$ cat src/wwes_ram.sv
// Generic single-write, single-read RAM with registered read data.
module wwes_ram #(
   parameter int WIDTH = 8,
   parameter int DEPTH = 16
) (
   input  logic                     clock,
   input  logic                     we,
   input  logic [$clog2(DEPTH)-1:0] waddr,
   input  logic [WIDTH-1:0]         wdata,
   input  logic [$clog2(DEPTH)-1:0] raddr,
   output logic [WIDTH-1:0]         rdata
);

   logic [WIDTH-1:0] mem [DEPTH];
   logic [WIDTH-1:0] rdata_ff;

   // Write port and registered read port
   always_ff @(posedge clock) begin
      if (we) begin
         mem[waddr] <= wdata;
      end
      rdata_ff <= mem[raddr];
   end

   assign rdata = rdata_ff;

endmodule

$ cat config.mk
export PLATFORM = sky130hd
export DESIGN_NAME = wwes_ram
export DESIGN_NICKNAME = d
export VERILOG_FILES = /design/src/wwes_ram.sv
export SDC_FILE = /design/constraint.sdc
export NUM_CORES = 1
export LEC_CHECK = 0
export ABC_AREA = 1
export BUFFER_PORTS_ARGS = -buffer_cell sky130_fd_sc_hd__buf_2
export CELL_PAD_IN_SITES_DETAIL_PLACEMENT = 2
export CELL_PAD_IN_SITES_GLOBAL_PLACEMENT = 2
export CORE_MARGIN = 8
export CORE_UTILIZATION = 45
export CTS_BUF_LIST = sky130_fd_sc_hd__clkbuf_8
export DETAILED_ROUTE_END_ITERATION = 8
export PLACE_DENSITY_LB_ADDON = 0.1
export SLEW_MARGIN = 15
export SYNTH_ARGS = -nofsm -noshare
export SYNTH_HDL_FRONTEND = slang
export SYNTH_SLANG_ARGS = --single-unit
$ cat constraint.sdc
create_clock -name clock -period 1.8 [get_ports clock]
set_input_delay 0.18 -clock clock [delete_from_list [all_inputs] [get_ports clock]]
set_output_delay 0.18 -clock clock [all_outputs]
set_load 0.1 [all_outputs]
# --- Word-level counts from Yosys, hierarchy flattened ---
# Memory sizes are Yosys's and may differ from the RTL's. A register that Yosys moved wholly into a read port is not among the register bits.
# Index checks and enable logic that the tools add are counted.
classes:
  n_mux: 2
op_table:
  columns: ["cell", "n"]
  rows:
  - ["$mux W1", 2]
word_totals:
  ff_bits: 0
  ramBits: 128
  in_bits: 18
  out_inout_bits: 8
  wordCells: 3
  n_memories: 1
mem_list:
  columns: ["name", "depth", "word_bits", "rd", "rd_ports_with_merged_regs", "wr", "line_no", "source"]
  rows:
  - ["mem", 16, 8, 1, 1, 1, "14", "logic [WIDTH-1:0] mem [DEPTH];"]

# --- Depth between registers and ports, before layout ---
depth:
  ltp_word: 2
  mapped_depth: 8
  ltp_nobuf: 7

# --- Worst setup path before layout ---
# No wires, ideal clock.
synth_timing:
  kind: "input -> register"
  startpoint: "input waddr[2]"
  endpoint: "memory mem[10][0], enable pin"
  setup_ns: 0.370
  arrival_ns: 0.761
  required_ns: 1.430
  slack_ns: 0.669
  path_stages: 2
  n_path_buf: 0
  cell_sequence: "nand3b_1 nor2_1"
synth_lines:
  columns: ["element", "line_no", "source"]
  rows:
  - ["from (decl)", "8", "input logic [$clog2(DEPTH)-1:0] waddr,"]
  - ["to (decl)", "14", null]
# Straight into the memory's write port.

# --- Worst setup path after layout ---
layout_timing:
  startpoint: "register rdata_ff[0], in the netlist rdata[0], read port of mem"
  endpoint: "output rdata[0]"
layout_lines:
  columns: ["element", "line_no", "source"]
  rows:
  - ["from (decl)", "15", "logic [WIDTH-1:0] rdata_ff;"]
  - ["to (decl)", "11", "output logic [WIDTH-1:0] rdata"]
# No word-level cell between the ends.

==> impl_metrics.toml <==
[grt]
grt_util_met3_pct = 5.01
grt_overflow = 0
grt_pass1_vias = 4644
grt.busiest_layer = "met2"
grtUsageTotal_pct = 22.7
grt_pass1_wl_mm = 27.0
grt_max_degree = 65
use_met2_pct = 39.7
antenna_found_initial = 0
grt_util_met1_pct = 26.2

[clock_network]
cts-hold-fix-buffers = 0
cts_setup_buffers = 0
clock_latency_ps = 450
root_buffer = "clkbuf_8"
clock_path_buffers = 2
path_clk_slew_ps = 70
cts.sinks = 136
numCtsBuffers = 17
htreeDepth = 4
cts_resized = 0
cts_tree = "done"

[finish]
final_nets = 610
drive_gt1_share_pct = 12.1
fillCellCount = 1288
utilization_pct = 51.8
seq_area_um2 = 4000
antenna_cells = 0
stdcell_count = 777
final_area_um2 = 6500
multiInputGateArea_um2 = 1210
syn_to_final_growth_pct = 12.8

[worst_setup_path]
path_cells = "buf_2"
end_kind = "primary output"
critical_path_required_ps = 1620
cp.buffers_inverters = 1
cp-start-kind = "register"
slowest_delay_ps = 460
arrival_ps = 1280
slowest_stage = "buf_2"
critical-path-top-delay-family = "buffers and inverters"
critPathMaxFanout = 1
crit_type = "register to primary output"

[logic_synthesis]
yosysSeqAreaShare_pct = 69.4
post_synth_inst_count = 551
avgSynthCellArea_um2 = 10.5
synth_top_family_by_area = "simple AND/OR/NAND/NOR gates"
yosys_warnings = 0
synthAdderAreaFrac_pct = 0
synth_compound_area_share_pct = 0
synth_mux_area_share_pct = 0
yosys.area_share.simple_pct = 21.0
syn-num-nets = 569
synthesis.area_um2 = 5770
synth_xor_xnor_area_share_pct = 0
ys_types = 12
synth_seq_cells = 136

[sta]
period_share_pct = 81.1
final-max-slew-violation-count = 0
finalSetupTns_ps = 0
fmax_mhz = 685
tightest_slew_ps = 603
setup_violations = 0
maxSlewHeadroom_pct = 59.7
rsz0062_at_grt = "false"
finalHoldViolations = 0
finalCriticalPeriod_ps = 1460
finClkSkew_ps = 9.03

[place]
port_buffers = 25
place_inst = 745
place_hpwl_mm = 11.1
placed_cell_area_um2 = 6140
place.gp.congestion = 0.771

[detailed_routing]
wl_mm = 17.5
drtAntennaViolNets = 0
drt_iter0_markers = 376
drt_pass1_iterations = 5
drc = 0
wl_per_cell_um = 22.5
avgViaCountPerCell = 5.21
num_vias = 4045

[power]
p_per_area_nw_per_um2 = 1010
switching_power_mw = 1.64
seqPwrFrac_pct = 54.5
pwr-share-comb_pct = 9.5
intPower_mw = 4.91
power_mw = 6.55
swShare_pct = 25.0
power.static_leakage_nw = 2.86
p_clk_share_pct = 36.0
ir_worst_vdd_mv = 0.647

[job]
cap_violations = 0

[floorplan]
die_area_um2 = 16700
num_rows = 41
die_h_um = 129
coreArea_um2 = 12600
ios = 26
die_width_um = 129
start_util_pct = 45.9

[run_status]
status = "complete, no violations"

[worst_hold_path]
hp-class = "input pin to register"
==> cell families after synthesis <==
logic type / count (synthesis)
flip-flops: 136
buffers and inverters: 126
AND/OR/NAND/NOR: 289
==> synth_stat cells <==
| cell type | count | area [um^2] |
|---|---|---|
| buf_2 | 13 | 65.1 |
| dfxtp_1 | 8 | 160 |
| buf_6 | 6 | 67.6 |
| nand2_1 | 173 | 649 |
| nor2_1 | 17 | 63.8 |
| buf_1 | 1 | 3.75 |
| buf_4 | 4 | 30.0 |
| inv_2 | 2 | 7.51 |
| nand3_1 | 97 | 485 |
| inv_1 | 100 | 375 |
| edfxtp_1 | 128 | 3840 |
| nand3b_1 | 2 | 15.0 |
==> through the flow <==
step | setup WS (ps) | hold WS (ps)
detailed placement | 337 | 578
global placement | 403 | 558
global route | 308 | 105
CTS | 322 | 86.2
finish | 341 | 105
floorplan | 669 | 279
==> power groups by stage <==
stage	Combinational, mW	Clock, mW	Sequential (mW)
global placement	0.593	0	3.63
floorplan	0.250	0	3.77
detailed placement	0.624	0	3.63
CTS	0.632	2.40	3.57
global route	0.671	2.52	3.57
finish	0.625	2.36	3.56
==> placed cells by master, fill, tap and decap left out, drive strengths merged <==
cell type,instances
nand2,173
edfxtp,128
inv,109
nand3,97
buf,46
clkbuf,22
nor2,17
dfxtp,8
nand3b,2
clkinv,2
bufinv,1
==> path summary, 6_finish.rpt <==
kind,start,end,slack [ps],cells past startpoint
worst min register to register,mem[14][4],rdata[4],690,6
worst min-delay path,raddr[3],rdata[4],110,3
worst max-delay path,rdata[0],rdata[0],340,1
worst max register to register,mem[6][6],rdata[6],620,6
==> cell type report <==
| type | instances | share of cell area [%] |
|---|---|---|
| sequential | 136 | 61.6 |
| multi-input combinational | 289 | 18.7 |
| inverter | 102 | 5.89 |
| timing repair buffer | 46 | 4.92 |
| clock buffer | 22 | 4.65 |
| tap | 172 | 3.31 |
| clock inverter | 10 | 1.02 |
==> sequential cells by signal (all words and copies together), names as in the netlist <==
| name | flops |
|---|---|
| mem | 128 |
| rdata | 8 |
==> layer usage <==
layer	routed length, um	up-vias	part of all wire (%)
met5	0	-	0
met4	494	0	2.8
met3	676	23	3.9
met2	9090	102	52
met1	7260	2069	41
li1	-	1851	-
==> tightest hold or removal path, stage by stage <==
cell and delay, ps:
buf_2 180, nand3_1 100, nand2_1 50
Power figures use the tool's default switching activity.
