`config.mk`:
```
export PLATFORM = sky130hd
export DESIGN_NAME = wwes_div
export DESIGN_NICKNAME = d
export VERILOG_FILES = /design/src/wwes_pkg.sv /design/src/wwes_div.sv
export SDC_FILE = /design/constraint.sdc
export NUM_CORES = 1
export LEC_CHECK = 0
export BUFFER_PORTS_ARGS = -buffer_cell sky130_fd_sc_hd__buf_2
export CORE_UTILIZATION = 55
export DETAILED_ROUTE_END_ITERATION = 7
export PLACE_DENSITY = 0.79
export SLEW_MARGIN = 10
export SYNTH_ARGS = -nofsm -noshare
export SYNTH_HDL_FRONTEND = slang
export SYNTH_SLANG_ARGS = --single-unit
```
`constraint.sdc`:
```
create_clock -name clock -period 7.2 [get_ports clock]
set_clock_uncertainty 0.1 [all_clocks]
set_input_delay 1.08 -clock clock [delete_from_list [all_inputs] [get_ports clock]]
set_output_delay 1.08 -clock clock [all_outputs]
set_load 0.005 [all_outputs]
```
`src/wwes_pkg.sv`:
```
// Shared types, constants and widths for the weighted wind estimate store.
package wwes_pkg;

   // Store size default
   localparam int DEPTH_DEF = 256;

   // Field widths
   localparam int NOW_W  = 17;
   localparam int ALT_W  = 15;
   localparam int WIND_W = 13;
   localparam int QUAL_W = 3;
   localparam int QWIN_W = 17;
   localparam int QALT_W = 14;

   // Port widths
   localparam int REQ_DATA_W = 96;
   localparam int RSP_DATA_W = 32;
   localparam int CSR_ADDR_W = 3;
   localparam int CSR_DATA_W = 32;

   // Register reset values
   localparam logic [QALT_W-1:0] DEF_ALT_RESET  = 14'd1000;
   localparam logic [QWIN_W-1:0] DEF_TIME_RESET = 17'd600;

   // Weighting and retry constants
   localparam int RETRY_T1   = 3600;
   localparam int RETRY_T2   = 7200;
   localparam int QUAL_MAX   = 5;
   localparam int QUAL_STEP  = 20;
   localparam int WA_SCALE   = 100;
   localparam int WT_SCALE   = 600;
   localparam int EVICT_BASE = 6;

   // Shared divider widths, sized for the largest store (4096 entries)
   localparam int DIV_NUM_W = 47;
   localparam int DIV_DEN_W = 37;
   localparam int DIV_QUO_W = 13;

   // Item kinds on the request tuser bit
   localparam logic MODE_ADD   = 1'b0;
   localparam logic MODE_QUERY = 1'b1;

   // Register select on address bit 2
   localparam logic CSR_SEL_ALT  = 1'b0;
   localparam logic CSR_SEL_TIME = 1'b1;

   typedef struct packed {
      logic signed [ALT_W-1:0]  alt;
      logic signed [WIND_W-1:0] east;
      logic signed [WIND_W-1:0] north;
      logic [QUAL_W-1:0]        qual;
      logic [NOW_W-1:0]         stamp;
   } entry_type;

   localparam int ENTRY_W = $bits(entry_type);

   typedef struct packed {
      logic                     mode;
      logic [NOW_W-1:0]         now;
      logic signed [ALT_W-1:0]  alt;
      logic signed [WIND_W-1:0] east;
      logic signed [WIND_W-1:0] north;
      logic [QUAL_W-1:0]        qual;
      logic [QWIN_W-1:0]        qwin;
      logic [QALT_W-1:0]        qalt;
   } item_type;

   typedef struct packed {
      logic                 start;
      logic [DIV_NUM_W-1:0] num;
      logic [DIV_DEN_W-1:0] den;
   } div_req_type;

   typedef struct packed {
      logic                 done;
      logic [DIV_QUO_W-1:0] quot;
      logic [DIV_DEN_W-1:0] rem;
      logic [DIV_DEN_W-1:0] den;
   } div_rsp_type;

   typedef enum logic [4:0] {
      ST_IDLE,
      ST_EV_RD, ST_EV_CMP,
      ST_DEL_RD, ST_DEL_WR,
      ST_INS_RD, ST_INS_CMP, ST_INS_WR0,
      ST_P_SQR, ST_P_SQT,
      ST_E_RD, ST_E_LD, ST_E_CHK,
      ST_E_M1, ST_E_M2, ST_E_M3,
      ST_E_DA, ST_E_DAW, ST_E_DT, ST_E_DTW,
      ST_E_W1, ST_E_W2, ST_E_PE, ST_E_PN, ST_E_ACC,
      ST_P_END,
      ST_M_E, ST_M_EW, ST_M_N, ST_M_NW,
      ST_OUT
   } state_type;

endpackage

```
`src/wwes_div.sv`:
```
// Shared restoring divider, one quotient bit per cycle.
module wwes_div (
   input  logic                clock,
   input  logic                reset,
   input  wwes_pkg::div_req_type div_req,
   output wwes_pkg::div_rsp_type div_rsp
);
   import wwes_pkg::*;

   localparam int CMP_W  = DIV_DEN_W + DIV_QUO_W;
   localparam int STEP_W = $clog2(DIV_QUO_W + 1);

   logic [CMP_W-1:0]     rem_ff, rem_in;
   logic [CMP_W-1:0]     dsh_ff, dsh_in;
   logic [DIV_QUO_W-1:0] quo_ff, quo_in;
   logic [DIV_DEN_W-1:0] den_ff, den_in;
   logic [STEP_W-1:0]    step_ff, step_in;
   logic                 busy_ff, busy_in;
   logic                 done_ff, done_in;

   // Load on start, then subtract the shifted divisor where it fits
   always_comb begin
      rem_in  = rem_ff;
      dsh_in  = dsh_ff;
      quo_in  = quo_ff;
      den_in  = den_ff;
      step_in = step_ff;
      busy_in = busy_ff;
      done_in = 1'b0;
      if (div_req.start) begin
         rem_in  = CMP_W'(div_req.num);
         dsh_in  = CMP_W'(div_req.den) << (DIV_QUO_W - 1);
         den_in  = div_req.den;
         quo_in  = '0;
         step_in = STEP_W'(DIV_QUO_W);
         busy_in = 1'b1;
      end else if (busy_ff) begin
         if (rem_ff >= dsh_ff) begin
            rem_in = rem_ff - dsh_ff;
            quo_in = {quo_ff[DIV_QUO_W-2:0], 1'b1};
         end else begin
            quo_in = {quo_ff[DIV_QUO_W-2:0], 1'b0};
         end
         dsh_in  = dsh_ff >> 1;
         step_in = step_ff - STEP_W'(1);
         if (step_ff == STEP_W'(1)) begin
            busy_in = 1'b0;
            done_in = 1'b1;
         end
      end
   end

   always_ff @(posedge clock) begin
      if (reset) begin
         busy_ff <= 1'b0;
         done_ff <= 1'b0;
      end else begin
         busy_ff <= busy_in;
         done_ff <= done_in;
      end
      rem_ff  <= rem_in;
      dsh_ff  <= dsh_in;
      quo_ff  <= quo_in;
      den_ff  <= den_in;
      step_ff <= step_in;
   end

   assign div_rsp.done = done_ff;
   assign div_rsp.quot = quo_ff;
   assign div_rsp.rem  = rem_ff[DIV_DEN_W-1:0];
   assign div_rsp.den  = den_ff;

endmodule

```
; Word level (Yosys, flattened, before mapping)
; Cells that the tools add are included.
[word_totals]
inputBits = 87
register_bits = 155
word_cells = 29
[op_classes]
addsub = 2
muxes = 10
n_eq_ne = 1
n_reduce_logical = 5
n_bitwise = 1
magnitude_cmp = 1
[op_table]
columns = cell, count
row1 = $mux W47, 3
row2 = $mux W49, 2
row3 = $ge A50 B49 Y1, 1
row4 = $sub A50 B49 Y50, 1
row5 = $mux W1, 5
row6 = $eq A4 B1 Y1 const B, 1
row7 = $reduce_and A2 Y1, 2
row8 = $reduce_bool A2 Y1, 2
row9 = $sub A4 B1 Y4 const B, 1
row10 = $reduce_or A3 Y1, 1
row11 = $not A1 Y1, 1

; Depth between registers and ports, before layout
; Gate-level depths: netlist (run 1).
[logic_depth]
word_depth = 4
mapped_depth = 12
depth_no_buf = 12

; Least setup slack after synthesis (run 1)
; Ideal clock, no wire load.
[synth_timing]
path_type = reg2reg
from = register rem_ff[10]
to = register rem_ff[0] (enable)
path_stages_with_launch = 9
arrival_ns = 5.087
slack_ns = 1.496
required_time_ns = 6.583
n_path_buf = 1
period_less_slack_ns = 5.704
cell_sequence = edfxtp_1 > ha_1 > buf_6 > and4_4 > and3_4 > o32ai_4 > a31oi_4 > a2111oi_4 > o21ai_0
[synth_via]
elab_chain_len = 3
[synth_rtl]
columns = item, line
row1 = "start, declared", wwes_div.sv:13  ; logic [CMP_W-1:0] rem_ff, rem_in;
row2 = "start signal, assigned", wwes_div.sv:61  ; rem_ff <= rem_in;
row3 = $ge A50 B49 Y1, wwes_div.sv:38  ; if (rem_ff >= dsh_ff) begin
row4 = $reduce_bool A2 Y1 (no line), --
row5 = $reduce_and A2 Y1 (no line), --
; No other way between the ends.
; A chain may end at the register's enable or synchronous reset.

; Worst setup path in the final report (run 1)
[layout_timing]
from = input div_req[84] in the netlist's numbering
to = register rem_ff[28] (enable)
[layout_via]
elab_chain_len = 2
[layout_rtl]
columns = item, line
row1 = "start, declared", wwes_div.sv:5  ; input wwes_pkg::div_req_type div_req,
row2 = $reduce_bool A2 Y1 (no line), --
row3 = $reduce_and A2 Y1 (no line) (*), --
; Every way passes the cells marked *; elsewhere a longest branch is shown, timed or not.

==> results of run 1 <==
[worst paths after layout]
kind | depth (start not counted) | to | start
hold / removal | 2 | step_ff[1]$_SDFFE_PP0P_ | step_ff[1]$_SDFFE_PP0P_
setup / recovery | 4 | rem_ff[28]$_DFFE_PP_ | div_req[84]
setup reg to reg | 12 | rem_ff[44]$_DFFE_PP_ | rem_ff[0]$_DFFE_PP_
hold reg to reg | 2 | step_ff[1]$_SDFFE_PP0P_ | step_ff[1]$_SDFFE_PP0P_
[stage by stage]
step | utilization | setup WS [ns] | cell area [µm²] | power, mW | hold slack, ns
2_1_floorplan | - | 1.496 | 9736 | 2.231 | 0.3567
3_3_place_gp | 0.5991 | 3.098 | 10360 | 2.457 | 0.3730
3_5_place_dp | 0.5991 | 3.004 | 10360 | 2.480 | 0.3881
4_1_cts | 0.6311 | 3.474 | 10920 | 3.344 | 0.4008
5_1_grt | 0.6311 | 3.191 | 10920 | 3.541 | 0.4405
6_report | 0.6311 | 3.474 | 10920 | 3.341 | 0.3970
[per-layer routing]
| metal | part of all wire | vias up |
|---|---|---|
| li1 | - | 3809 |
| met1 | 0.45 | 3563 |
| met2 | 0.47 | 262 |
| met3 | 0.061 | 47 |
| met4 | 0.022 | 0 |
| met5 | 0 | - |
[area by class of cell]
type | instances | area (µm²)
inverter | 70 | 262.8
clock buffer | 18 | 450.4
fill | 1458 | 6380
tap | 225 | 281.5
multi-input combinational | 679 | 4596
timing repair buffer | 178 | 907.1
sequential | 155 | 4315
clock inverter | 14 | 103.9
[kinds of logic (layout without fill, tap and decap cells)]
group | Yosys count | in the layout
flops | 155 | 155
simple gates | 276 | 276
compound gates | 284 | 284
buf+inv | 166 | 280
mux | 29 | 29
fa+ha+maj | 52 | 52
xor+xnor | 38 | 38
[Yosys cell counts (all sizes together) (22+ instances only)]
cell type  number
nand4          22
ha             51
dfxtp          34
a21oi          65
buf            67
o21ai          76
edfxtp        121
clkbuf         29
o31ai          43
a21o           27
nand2         122
nor2           57
inv            69
mux2i          24
xnor2          22
[critical path: cells and delay by family]
kind	cells	cell delay, ns
compound gates	1	0.47
buf+inv	3	2.07
[sequential cells by signal, indices dropped and copies added (netlist names)]
| name | cells |
|---|---|
| busy_ff | 1 |
| den_ff | 37 |
| done_ff | 1 |
| dsh_ff | 49 |
| quo_ff | 13 |
| rem_ff | 50 |
| step_ff | 4 |
[power by group through the flow]
stage	Combinational (mW)	Sequential (mW)	Clock, mW
6_report	1.31	1.18	0.855
5_1_grt	1.45	1.19	0.904
3_5_place_dp	1.28	1.20	0
3_3_place_gp	1.27	1.19	0
2_1_floorplan	1.05	1.18	0
4_1_cts	1.30	1.18	0.871
==> flow_metrics.env, run 1 <==
export IMPL_status="completed"
export IMPL_switching_share=0.3717
export IMPL_finalHoldViolations=0
export IMPL_crit_path_max_fanout=139
export IMPL_fmax_mhz=268.4
export IMPL_yosysTopAreaCell="edfxtp_1"
export IMPL_drt_wl_total_um=22010
export IMPL_nets=1240
export IMPL_synth_fa_ha_area_frac=0.06760
export IMPL_cpMaxStageDelayCell="clkinv_1"
export IMPL_ys_flop_type="edfxtp_1"
export IMPL_critPathKind="input port to register"
export IMPL_netlist_area_mm2=0.009736
export IMPL_syn_inst=1000
export IMPL_dr_pass1_iters=4
export IMPL_wl_per_cell_um=16.43
export IMPL_drt_initial_drc_count=553
export IMPL_p_int_mw=2.099
export IMPL_clk_pin_slew_worst_paths_ns=0.06
export IMPL_synth_compound_area_share=0.2034
export IMPL_drc=0
export IMPL_synth_xor_area_share=0.03419
export IMPL_setup_viol=0
export IMPL_fin_tns_setup_ns=0
export IMPL_start_util=0.5629
export IMPL_leakagePower_nw=4.596
export IMPL_cts_tree="yes"
export IMPL_die_area_mm2=0.01824
export IMPL_crit_required_ns=7.17
export IMPL_use_met2=0.4089
export IMPL_cap_violations=0
export IMPL_ys_ff_latch=155
export IMPL_report_final_slew_viol_count=0
export IMPL_power_frac_seq=0.352
export IMPL_std_cell_rows=48
export IMPL_grt_pass1_wl_um=35600
export IMPL_rsz0062_at_grt="false"
export IMPL_grt_pass1_vias=7324
export IMPL_cts_htree_levels=4
export IMPL_vias_per_cell=5.736
export IMPL_synth_cell_types=80
export IMPL_grt_use_met1=0.3257
export IMPL_drive_gt1_frac=0.2208
export IMPL_cts_setup_buffers=0
export IMPL_antenna_found_initial=0
export IMPL_async_flop_share=0
export IMPL_dp_cells=1307
export IMPL_fp_dieH_um=135.0
export IMPL_p_comb_frac=0.392
export IMPL_core_area_mm2=0.01730
export IMPL_vias=7681
export IMPL_stdcell_count=1339
export IMPL_synth_top_family_by_area="compound AO/OA/AOI/OAI gates"
export IMPL_synth_top_area_frac=0.3732
export IMPL_ios=175
export IMPL_cts_resized=0
export IMPL_crit_arrival_ns=3.69
export IMPL_final_cell_mix="173 x buf_2, 122 x nand2_1, 121 x edfxtp_1"
export IMPL_grt_max_degree=140
export IMPL_place_hpwl_um=15870
export IMPL_syn_nets=1139
export IMPL_fin_crit_ns=3.726
export IMPL_n_antenna_cell=0
export IMPL_die_width_um=135.0
export IMPL_holdBufCountCts=0
export IMPL_p_switching_mw=1.242
export IMPL_synthSimpleGateAreaFrac=0.1348
export IMPL_synth_edf_count=121
export IMPL_cts_root_buf="clkbuf_16"
export IMPL_min_period_over_period=0.5175
export IMPL_yosysWarningCount=0
export IMPL_hold_class="register to register"
export IMPL_relSlewSlack=0.3405
export IMPL_gp_congestion=0.9591
export IMPL_tightest_slew_ns=0.9893
export IMPL_slowest_delay_ns=0.83
export IMPL_peakVddDrop_mv=0.1804
export IMPL_clkPwrFrac=0.256
export IMPL_p_per_area_mw_per_mm2=306.0
export IMPL_portBuffers=174
export IMPL_clkLatencyLatePin_ns=0.43
export IMPL_synth_mux_area_frac=0.03084
export IMPL_synthTopCellsByArea="edfxtp_1 37%, dfxtp_1 7.0%, ha_1 6.6%"
export IMPL_ant_nets=0
export IMPL_area_delta_synth_final_pct=12.13
export IMPL_met3_usage=0.05030
export IMPL_cts_made_buffers=17
export IMPL_yosysSeqAreaShare=0.4431
export IMPL_final_common_cell="buf_2"
export IMPL_overflow=0
export IMPL_r2r_slack_ns=3.49
export IMPL_worst_setup_path_end_kind="register"
export IMPL_worstPathCellList="buf_6 > clkinv_1 > o21ai_4 > buf_4"
export IMPL_cts_sinks=155
export IMPL_syn_area_per_cell_um2=9.736
export IMPL_ctsLongestPathBuffers=2
export IMPL_grt_busiest_layer="met2"
export IMPL_grtUsageTotal=0.2489
export IMPL_cp_start_kind="input port"
(Power assumes the default switching activity.)
==> run 2: changes to the inputs <==
Settings changed: CORE_UTILIZATION 55 to 51, PLACE_DENSITY 0.79 to 0.77.
Clock period 7.2 ns to 3.35 ns, I/O delays scaled along.
==> run 2 against run 1 <==
Effect of this change:
- combinational power rose by 120%
- die area increased by 7.7%
- sequential cell count unchanged
- non-clock buffer count increased by 17
- cell area is 1.9% higher
- setup slack got worse by 3.4 ns
- hold slack lost 0.26 ns
- register-to-register slack got worse by 3.4 ns
- highest routed layer unchanged
- power increased by 120%
- sequential share of layout area fell by 0.72 points
- via count rose by 1.9%
- first-iteration DRC count down 7.2%
==> flow_metrics.env, run 2 (same netlist as run 1, synthesis figures left out) <==
export IMPL_gp_congestion=0.9079
export IMPL_peakVddDrop_mv=0.4432
export IMPL_nets=1257
export IMPL_p_int_mw=4.661
export IMPL_fillers=1620
export IMPL_cts_sinks=155
export IMPL_critPathKind="register to register"
export IMPL_fin_tns_setup_ns=0
export IMPL_cts_made_buffers=17
export IMPL_stdcell_count=1365
export IMPL_rsz0062_at_grt="true"
export IMPL_min_from="reset"
export IMPL_place_hpwl_um=16400
export IMPL_fmax_mhz=308.7
export IMPL_top_regs="rem_ff: 50 flops, dsh_ff: 49 flops, den_ff: 37 flops"
export IMPL_cpMaxStageDelayCell="fa_2"
export IMPL_clk_pin_slew_worst_paths_ns=0.07
export IMPL_min_period_over_period=0.9670
export IMPL_wl_per_cell_um=16.74
export IMPL_cp_start_kind="register"
export IMPL_die_area_mm2=0.01965
export IMPL_r2r_start="rem_ff[0]$_DFFE_PP_"
export IMPL_worstPathCellList="inv_1 > ha_1 > inv_1 > fa_2 > a211oi_4 > nor3_4 > o32ai_4 > a31oi_4 > a2111oi_4 > buf_4 > nor2_4 > o211ai_2 > mux2_4"
export IMPL_hold_path_cell_count=2
export IMPL_cp_num_buf_inv=3
export IMPL_cap_violations=0
export IMPL_largest_reg_flops=50
export IMPL_p_per_area_mw_per_mm2=659.9
export IMPL_dp_cells=1327
export IMPL_cp_common_cell="inv_1"
export IMPL_status="completed"
export IMPL_area_delta_synth_final_pct=14.21
export IMPL_place_area_mm2=0.01048
export IMPL_antenna_found_initial=0
export IMPL_relSlewSlack=0.5558
export IMPL_top_register="rem_ff"
export IMPL_grtUsageTotal=0.2381
export IMPL_setup_viol=0
export IMPL_report_final_slew_viol_count=0
export IMPL_r2r_slack_ns=0.11
export IMPL_crit_family="compound AO/OA/AOI/OAI gates"
export IMPL_core_area_mm2=0.01871
export IMPL_portBuffers=174
export IMPL_die_width_um=140.2
export IMPL_cts_htree_levels=4
export IMPL_cts_tree="yes"
export IMPL_ant_nets=0
export IMPL_dr_pass1_iters=5
export IMPL_cts_root_buf="clkbuf_16"
export IMPL_timing_hold_ws_ns=0.1395
export IMPL_final_cell_mix="173 x buf_2, 122 x nand2_1, 121 x edfxtp_1"
export IMPL_crit_required_ns=3.57
export IMPL_fin_area_mm2=0.01112
export IMPL_grt_pass1_wl_um=37000
export IMPL_ios=175
export IMPL_vias_per_cell=5.735
export IMPL_grt_pass1_vias=7476
export IMPL_crit_path_max_fanout=8
export IMPL_clkLatencyLatePin_ns=0.44
export IMPL_power_frac_seq=0.344
export IMPL_drive_gt1_frac=0.2325
export IMPL_slowest_delay_ns=0.39
export IMPL_hold_end="busy_ff$_SDFF_PP0_"
export IMPL_final_common_cell="buf_2"
export IMPL_finalHoldViolations=0
export IMPL_fp_dieH_um=140.2
export IMPL_holdBufCountCts=0
export IMPL_crit_arrival_ns=3.46
export IMPL_start_util=0.5205
export IMPL_drc=0
export IMPL_leakagePower_nw=4.688
export IMPL_vias=7828
export IMPL_switching_share=0.3649
export IMPL_r2r_end="rem_ff[49]$_SDFFE_PP0P_"
export IMPL_hold_class="input port to register"
export IMPL_drt_initial_drc_count=513
export IMPL_finalPower_mw=7.338
export IMPL_std_cell_rows=50
export IMPL_n_antenna_cell=0
export IMPL_rr_worst_depth=13
export IMPL_drt_wl_total_um=22840
export IMPL_fin_crit_ns=3.239
export IMPL_overflow=0
export IMPL_ctsLongestPathBuffers=2
export IMPL_p_comb_frac=0.396
export IMPL_grt_max_degree=124
export IMPL_worst_setup_path_end_kind="register"
export IMPL_p_switching_mw=2.677
export IMPL_clkPwrFrac=0.260
export IMPL_tightest_slew_ns=0.6663
## run 2: cell count changes in the layout (fill, tap and decap cells not counted), sizes merged
cell	previous run	this run
inv	78	73
clkinvlp	0	2
buf	178	195
clkbuf	18	22
clkinv	6	5
## run 2: area by class of cell
type / instances / area, µm² / area share
clock buffer: 22 / 506.7 / 0.04557
multi-input combinational: 679 / 4606 / 0.4142
timing repair buffer: 195 / 1060 / 0.09531
tap: 234 / 292.8 / 0.02633
inverter: 70 / 262.8 / 0.02363
clock inverter: 10 / 76.32 / 0.006864
sequential: 155 / 4315 / 0.3881
## run 2: metrics by stage
| step | util | worst slack [ns] |
|---|---|---|
| after floorplan | - | 0.09177 |
| after global placement | 0.5603 | 0.04544 |
| after detailed placement | 0.5603 | -0.01762 |
| after CTS | 0.5923 | 0.05426 |
| after global routing | 0.5944 | -0.05259 |
| final | 0.5944 | 0.1105 |
## run 2: repair_timing
item / 4_1_cts / 5_1_grt
gates resized for setup: 0 / 2
buffers inserted: 2 / 4
endpoints found under the setup margin: 18 / 52
pin swaps: 4 / 5
## run 2: worst max path at each step
stage / startpoint / to / cells past startpoint
floorplan: rem_ff[0]$_DFFE_PP_ / rem_ff[0]$_DFFE_PP_ / 10
CTS: rem_ff[0]$_DFFE_PP_ / rem_ff[49]$_SDFFE_PP0P_ / 13
detailed placement: rem_ff[0]$_DFFE_PP_ / rem_ff[49]$_SDFFE_PP0P_ / 12
global placement: rem_ff[0]$_DFFE_PP_ / rem_ff[49]$_SDFFE_PP0P_ / 12
global route: rem_ff[0]$_DFFE_PP_ / rem_ff[49]$_SDFFE_PP0P_ / 13
finish: rem_ff[0]$_DFFE_PP_ / rem_ff[49]$_SDFFE_PP0P_ / 13
## run 2: power by group through the flow
stage               clock, mW  sequential, mW  combinational, mW
detailed placement          0            2.56               2.80
global route             2.01            2.55               3.21
CTS                      1.93            2.52               2.84
floorplan                   0            2.52               2.27
finish                   1.91            2.52               2.91
global placement            0            2.55               2.77
## run 2: routing by layer
layer	part of all wire	global-route usage	vias up
met3	0.057	0.04752	31
met2	0.46	0.3829	249
met1	0.47	0.3240	3700
li1	-	-	3848
met4	0.016	0.07287	0
met5	0	0	-
